$ cat src/rtl/core/sgi_pkg.sv
// Shared constants for the segment intersection pipeline.
package sgi_pkg;

   localparam int COORD_W_DEF = 16;
   localparam int T_FRAC_DEF  = 16;
   localparam int OUT_W       = 32;
   localparam int N_COORDS    = 8;

   // Order of the coordinates inside the request payload.
   localparam int A_START_X = 0;
   localparam int A_START_Y = 1;
   localparam int A_END_X   = 2;
   localparam int A_END_Y   = 3;
   localparam int B_START_X = 4;
   localparam int B_START_Y = 5;
   localparam int B_END_X   = 6;
   localparam int B_END_Y   = 7;

endpackage

$ cat src/rtl/core/sgi_back.sv
// Back stages: parameter rounding and range test, point multiply, add and saturate.
module sgi_back #(
   parameter int COORD_W = sgi_pkg::COORD_W_DEF,
   parameter int T_FRAC  = sgi_pkg::T_FRAC_DEF
) (
   input  logic                             clock,
   input  logic                             reset,
   input  logic                             en,
   input  logic                             in_valid,
   input  logic [T_FRAC+2:0]                q1,
   input  logic [T_FRAC+2:0]                q2,
   input  logic                             nz,
   input  logic                             ok1,
   input  logic                             ok2,
   input  logic signed [COORD_W-1:0]        x1,
   input  logic signed [COORD_W-1:0]        y1,
   input  logic signed [COORD_W:0]          dx1,
   input  logic signed [COORD_W:0]          dy1,
   output logic                             out_valid,
   output logic                             hit,
   output logic [sgi_pkg::OUT_W-1:0]        cross_x,
   output logic [sgi_pkg::OUT_W-1:0]        cross_y
);

   localparam int QW  = T_FRAC + 3;
   localparam int TW  = T_FRAC + 2;
   localparam int MW  = T_FRAC + COORD_W + 3;
   localparam int SW  = T_FRAC + COORD_W + 4;
   localparam int XW  = (SW > sgi_pkg::OUT_W) ? SW : sgi_pkg::OUT_W + 1;
   localparam logic [QW-1:0] T_ONE = QW'(1) << T_FRAC;
   localparam logic [QW-1:0] T_TWO = QW'(1) << (T_FRAC + 1);
   localparam logic signed [XW-1:0] S_MAX = XW'(signed'(32'sh7FFF_FFFF));
   localparam logic signed [XW-1:0] S_MIN = XW'(signed'(32'sh8000_0000));

   logic [2:0] v_ff;

   always_ff @(posedge clock) begin
      if (reset) begin
         v_ff <= '0;
      end else if (en) begin
         v_ff <= {v_ff[1:0], in_valid};
      end
   end

   // Stage 1: round half up by one extra quotient bit. The quotient carries
   // a bias of one, so the parameter is h - 2^T and lies in [0,1] exactly
   // when h lies in [2^T, 2^(T+1)].
   logic [QW:0]   u1, u2;
   logic [QW-1:0] h1, h2, tsub;
   logic          hit_in;

   always_comb begin
      u1     = {1'b0, q1} + (QW+1)'(1);
      u2     = {1'b0, q2} + (QW+1)'(1);
      h1     = u1[QW:1];
      h2     = u2[QW:1];
      tsub   = h1 - T_ONE;
      hit_in = nz && ok1 && ok2 && (h1 >= T_ONE) && (h1 <= T_TWO)
               && (h2 >= T_ONE) && (h2 <= T_TWO);
   end

   logic                      hit1_ff, hit2_ff, hit3_ff;
   logic signed [TW-1:0]      t1_ff;
   logic signed [COORD_W-1:0] x1_b1_ff, y1_b1_ff, x1_b2_ff, y1_b2_ff;
   logic signed [COORD_W:0]   dx1_ff, dy1_ff;
   logic signed [MW-1:0]      mx_ff, my_ff;
   logic [sgi_pkg::OUT_W-1:0] cx_ff, cy_ff;

   always_ff @(posedge clock) begin
      if (en) begin
         hit1_ff  <= hit_in;
         t1_ff    <= signed'(tsub[TW-1:0]);
         x1_b1_ff <= x1;
         y1_b1_ff <= y1;
         dx1_ff   <= dx1;
         dy1_ff   <= dy1;
      end
   end

   // Stage 2: scale the direction by the parameter.
   always_ff @(posedge clock) begin
      if (en) begin
         hit2_ff  <= hit1_ff;
         mx_ff    <= MW'(t1_ff) * MW'(dx1_ff);
         my_ff    <= MW'(t1_ff) * MW'(dy1_ff);
         x1_b2_ff <= x1_b1_ff;
         y1_b2_ff <= y1_b1_ff;
      end
   end

   // Stage 3: add the start point and clamp to the output range.
   logic signed [SW-1:0]      sx, sy;
   logic signed [XW-1:0]      ex, ey;
   logic [sgi_pkg::OUT_W-1:0] cx_in, cy_in;

   always_comb begin
      sx = (SW'(x1_b2_ff) <<< T_FRAC) + SW'(mx_ff);
      sy = (SW'(y1_b2_ff) <<< T_FRAC) + SW'(my_ff);
      ex = XW'(sx);
      ey = XW'(sy);
      if (!hit2_ff) begin
         cx_in = '0;
      end else if (ex > S_MAX) begin
         cx_in = S_MAX[sgi_pkg::OUT_W-1:0];
      end else if (ex < S_MIN) begin
         cx_in = S_MIN[sgi_pkg::OUT_W-1:0];
      end else begin
         cx_in = ex[sgi_pkg::OUT_W-1:0];
      end
      if (!hit2_ff) begin
         cy_in = '0;
      end else if (ey > S_MAX) begin
         cy_in = S_MAX[sgi_pkg::OUT_W-1:0];
      end else if (ey < S_MIN) begin
         cy_in = S_MIN[sgi_pkg::OUT_W-1:0];
      end else begin
         cy_in = ey[sgi_pkg::OUT_W-1:0];
      end
   end

   always_ff @(posedge clock) begin
      if (en) begin
         hit3_ff <= hit2_ff;
         cx_ff   <= cx_in;
         cy_ff   <= cy_in;
      end
   end

   assign out_valid = v_ff[2];
   assign hit       = hit3_ff;
   assign cross_x   = cx_ff;
   assign cross_y   = cy_ff;

endmodule

$ cat config.mk
export PLATFORM = sky130hd
export DESIGN_NAME = sgi_back
export DESIGN_NICKNAME = d
export VERILOG_FILES = /design/src/rtl/core/sgi_pkg.sv /design/src/rtl/core/sgi_back.sv
export SDC_FILE = /design/constraint.sdc
export NUM_CORES = 2
export LEC_CHECK = 0
export ABC_AREA = 1
export BUFFER_PORTS_ARGS = -buffer_cell sky130_fd_sc_hd__buf_2
export CORE_MARGIN = 4
export CORE_UTILIZATION = 45
export CTS_CLUSTER_SIZE = 25
export DETAILED_ROUTE_END_ITERATION = 8
export HOLD_SLACK_MARGIN = 0.05
export PLACE_DENSITY_LB_ADDON = 0.08
export REMOVE_ABC_BUFFERS = 1
export SETUP_SLACK_MARGIN = 0.4
export SLEW_MARGIN = 20
export SYNTH_ARGS = -nofsm -noshare
export SYNTH_HDL_FRONTEND = slang
export SYNTH_SLANG_ARGS = --single-unit
$ cat constraint.sdc
create_clock -name clock -period 5.9 [get_ports clock]
set_input_delay 0.295 -clock clock [delete_from_list [all_inputs] [get_ports clock]]
set_output_delay 0.295 -clock clock [all_outputs]
set_load 0.02 [all_outputs]
# Word level (Yosys, flattened, before mapping)
# Cells that the tools add are included.
word_totals:
  out_inout_bits: 66
  inputBits: 111
  elab_cells: 45
  register_bits: 256
op_classes:
  order_cmp: 8
  add_sub_neg: 5
  n_mul: 2
  n_mux: 4
  n_bitwise: 1
  n_reduce_logical: 8
op_table:
  columns: ["operator", "count"]
  rows:
  - ["$add 32x35->36", 2]
  - ["$gt 36x32->1 const B", 2]
  - ["$lt 36x32->1 const B", 2]
  - ["$mul 18x17->35", 2]
  - ["$mux 32", 2]
  - ["$mux 31", 2]
  - ["$add 19x1->20 const B", 2]
  - ["$ge 19x17->1 const B", 2]
  - ["$le 19x18->1 const B", 2]
  - ["$sub 18x17->18 const B", 1]
  - ["$logic_and 1x1->1", 6]
  - ["$reduce_or 2->1", 2]
  - ["$not 1->1", 1]

# Depth between registers and ports, before layout
logic_depth:
  word_depth: 6
  depth_mapped: 28
  depth_no_buf: 26

# Worst setup path before layout
# OpenSTA, ideal clock, no wires.
synth_path:
  kind: "register to register"
  startpoint: "register dx1_ff[8]"
  endpoint: "register mx_ff[25] (data pin)"
  path_stages_with_launch: 25
  required_ns: 5.641
  path_buffers: 2
  arrival_time_ns: 5.532
  setup_time_ns: 0.259
  setup_slack_ns: 0.109
  cell_sequence: "edfxtp_1 -> clkbuf_1 -> clkbuf_1 -> nand2_1 -> fa_1 -> inv_1 -> fa_1 -> inv_1 -> fa_1 -> inv_1 -> fa_1 -> fa_1 -> inv_1 -> fa_1 -> inv_1 -> ha_1 -> nand2_1 -> inv_1 -> a21oi_1 -> a21boi_0 -> o21ai_0 -> a21boi_0 -> o21ai_0 -> nand2_1 -> nand2_1"
synth_between:
  elab_chain_len: 1
synth_lines:
  columns: ["element", "line", "rtl"]
  rows:
  - ["start, declared", "sgi_back.sv:65", "logic signed [COORD_W:0] dx1_ff, dy1_ff;"]
  - ["start signal, assigned", "sgi_back.sv:75", "dx1_ff <= dx1;"]
  - ["$mul 18x17->35", "sgi_back.sv:84", "mx_ff <= MW'(t1_ff) * MW'(dx1_ff);"]
  - ["end signal, assigned", "sgi_back.sv:84", null]
  - ["end, declared", "sgi_back.sv:66", "logic signed [MW-1:0] mx_ff, my_ff;"]
# Every way passes these cells.
# A chain may end at the register's enable or synchronous reset.

# Worst setup path in the final report
layout_path:
  startpoint: "register t1_ff[8]"
  endpoint: "register my_ff[29] (data pin)"
layout_between:
  elab_chain_len: 1
layout_lines:
  columns: ["element", "line", "rtl"]
  rows:
  - ["start, declared", "sgi_back.sv:63", "logic signed [TW-1:0] t1_ff;"]
  - ["start signal, assigned", "sgi_back.sv:72", "t1_ff <= signed'(tsub[TW-1:0]);"]
  - ["$mul 18x17->35", "sgi_back.sv:85", "my_ff <= MW'(t1_ff) * MW'(dy1_ff);"]
  - ["end signal, assigned", "sgi_back.sv:85", null]
  - ["end, declared", "sgi_back.sv:66", null]
# Every way passes these cells.

==> flow_metrics.py <==
metrics = {
    "drt": {
        "firstDrtPassIters": 5,
        "viasPerCell": 4.84,
        "drt_iter0_drc": 1652,
        "drt_wl_total_um": 89100,
        "vias": 26754,
        "drc_errors": 0,
        "antenna_left": 0,
        "wire_per_inst_um": 16.1,
    },
    "synthesis": {
        "ys_seq_area_share_pct": 21.7,
        "synthFlopType": "edfxtp_1",
        "syn_area_per_cell_um2": 8.84,
        "yosysWarnings": 0,
        "synthesis.area_um2": 35200,
        "synth_cell_types": 51,
        "syn_inst": 3983,
        "async_flop_share_pct": 0,
        "synth-edff-count": 253,
        "ys_ff_latch": 256,
    },
    "setup_path": {
        "r2r_start": "t1_ff[8]",
        "cp_max_fo": 5,
        "cp-end-kind": "register",
        "rrSetupSlack_ps": 160,
        "reg2reg_depth": 24,
        "crit_type": "reg -> reg",
        "path_cells": "buf_12 > buf_12 > nand2_4 > inv_2 > fa_1 > inv_2 > fa_1 > fa_1 > inv_2 > fa_2 > fa_1 > inv_2 > fa_1 > inv_2 > ha_4 > buf_4 > nand2_4 > nor2_4 > nand4_1 > o21ai_4 > a21oi_2 > buf_4 > o211ai_1 > nand2_1",
        "path_delay_family": "adder cells",
        "slowest_delay_ps": 570,
        "regToRegEndpoint": "my_ff[29]",
        "worstPathArrival_ps": 6040,
        "cp.required_ps": 6190,
        "cpMaxStageDelayCell": "fa_1",
        "start_kind": "register",
        "path_buf_inv": 9,
    },
    "global_route": {
        "overflow": 0,
        "grt_pass1_wl_um": 146000,
        "antenna_found_initial": 2,
        "grt_usage_pct": 22.2,
        "grt_pass1_vias": 27628,
        "grt_max_degree": 118,
    },
    "placement": {
        "port_buffers": 176,
        "hpwl_um": 70000,
        "place_area_um2": 38900,
        "place_congestion": 0.910,
    },
    "outcome": {
        "status": "finished clean",
    },
    "timing": {
        "maxSlewViolCount": 0,
        "worstMarginPinSlew_ps": 955,
        "setup_viol_count_final": 0,
        "clock_skew_ps": 29.1,
        "hold_viol": 0,
        "finalCritPeriodShare_pct": 97.3,
        "fmax_ghz": 0.174,
        "period_minus_slack_ps": 5740,
        "grt_setup_unrepaired": "true",
        "maxSlewHeadroom_pct": 36.3,
    },
    "job": {
        "max_cap_viol_count": 0,
    },
    "floorplanning": {
        "die_w_um": 288,
        "core_area_um2": 77500,
        "pin_count": 177,
        "start_util_pct": 45.5,
        "std_cell_rows": 102,
        "die-area_um2": 82800,
        "die_h_um": 288,
    },
    "cts": {
        "cts_made_buffers": 34,
        "clk_latency_ps": 570,
        "cts_tree": "built",
        "htree_num_levels": 2,
        "cts-root-buf": "clkbuf_16",
        "cts_buffer_depth": 3,
        "clkSinkCount": 256,
        "clk_pin_slew_worst_paths_ps": 60,
    },
    "cells_and_area": {
        "final_common_cell": "inv_1",
        "design_area_um2": 43900,
        "area_delta_synth_final_pct": 24.8,
        "mostFrequentLayoutCells": "inv_1 (1,023), nand2_1 (847), fa_1 (582), edfxtp_1 (253), buf_4 (248)",
        "fin_nets": 5412,
        "layout-drive-gt1-share_pct": 21.6,
    },
    "hold_path": {
        "hp-class": "in -> reg",
        "worstHoldPathCells": 3,
        "hp-start": "q1[15]",
        "hold_end": "t1_ff[14]",
    },
}
==> tightest hold or removal path, cell delays in order <==
cell,delay (ps)
buf_2,120
xnor2_1,90
inv_1,80
==> kinds of logic (layout without fill, tap and decap cells) <==
kind of cell / after synthesis / after routing / share of synthesized area, %
flops: 256 / 256 / 21.7
fa+ha+maj: 840 / 840 / 43.1
buf+inv: 1253 / 1755 / 13.6
simple gates: 1228 / 1228 / 14.1
xor+xnor: 114 / 114 / 2.84
other cells: 0 / 1 / 0
compound gates: 292 / 292 / 4.63
==> Yosys cell counts (11+ instances only) <==
cell	n	area share, %
ha_1	216	7.7
o21ai_0	65	0.92
clkbuf_1	133	1.4
o21bai_1	11	0.23
nand2_1	908	9.7
edfxtp_1	253	22
nand4_1	28	0.50
a21o_1	16	0.34
xor2_1	65	1.6
fa_1	624	35
nand3_1	76	1.1
nor3_1	14	0.20
a21oi_1	165	2.3
xnor2_1	49	1.2
nor2_1	163	1.7
inv_1	1091	12
==> flip-flops by register name (all words and copies together), names as in the netlist <==
register / cells
x1_b2_ff: 16
dx1_ff: 17
y1_b2_ff: 16
hit: 1
v_ff: 3
cross_y: 32
hit2_ff: 1
x1_b1_ff: 16
y1_b1_ff: 16
cross_x: 32
t1_ff: 18
dy1_ff: 17
mx_ff: 35
my_ff: 35
hit1_ff: 1
==> worst max path at each step <==
stage               from   endpoint  slack (ps)  depth (start not counted)
2_1_floorplan  t1_ff[17]  mx_ff[31]          60                         16
3_3_place_gp   t1_ff[17]  mx_ff[31]        -110                         16
3_5_place_dp   t1_ff[10]  my_ff[29]        -190                         22
4_1_cts         t1_ff[7]  mx_ff[33]         160                         20
5_1_grt         t1_ff[8]  my_ff[29]         -10                         24
6_report        t1_ff[8]  my_ff[29]         160                         24
==> per-layer routing <==
metal	vias to the layer above	part of all wire, %	wire [um]	track usage (%)
li1	12713	-	-	-
met3	91	6.3	5610	3.58
met5	-	0.015	13	0
met2	621	46	40600	34.6
met1	13327	46	41200	33.1
met4	2	1.9	1660	4.32
==> final cells by class <==
| cell class | instances | area (um^2) |
|---|---|---|
| Timing Repair Buffer | 599 | 5160 |
| Tap cell | 1040 | 1300 |
| Clock inverter | 18 | 198 |
| Sequential cell | 256 | 7660 |
| Clock buffer | 42 | 902 |
| Fill cell | 7059 | 33500 |
| Multi-Input combinational cell | 2474 | 24600 |
| Antenna cell | 1 | 2.50 |
| Inverter | 1096 | 4120 |
==> stage by stage <==
stage          utilization [%]  TNS, ps  hold slack, ps  setup WS, ps  std cells
2_1_floorplan                -        0             364          60.4       3826
3_3_place_gp              50.2     -460             401          -112       5267
3_5_place_dp              50.2     -573             406          -189       5267
4_1_cts                   55.0        0             103           159       5476
5_1_grt                   56.7    -13.9             138         -13.9       5526
6_report                  56.7        0             156           157       5526
==> what timing repair did <==
action | in CTS | in global routing
endpoints found under the setup margin | 40 | 40
hold buffers | 68 | 0
endpoints found under the hold margin | 69 | 0
pin swaps | 119 | 165
setup buffers | 76 | 48
cloned | 5 | 1
gates resized for setup | 276 | 259
Power is not shown: default switching activity piles up to over one toggle a cycle in this logic, so the estimate is an artifact.
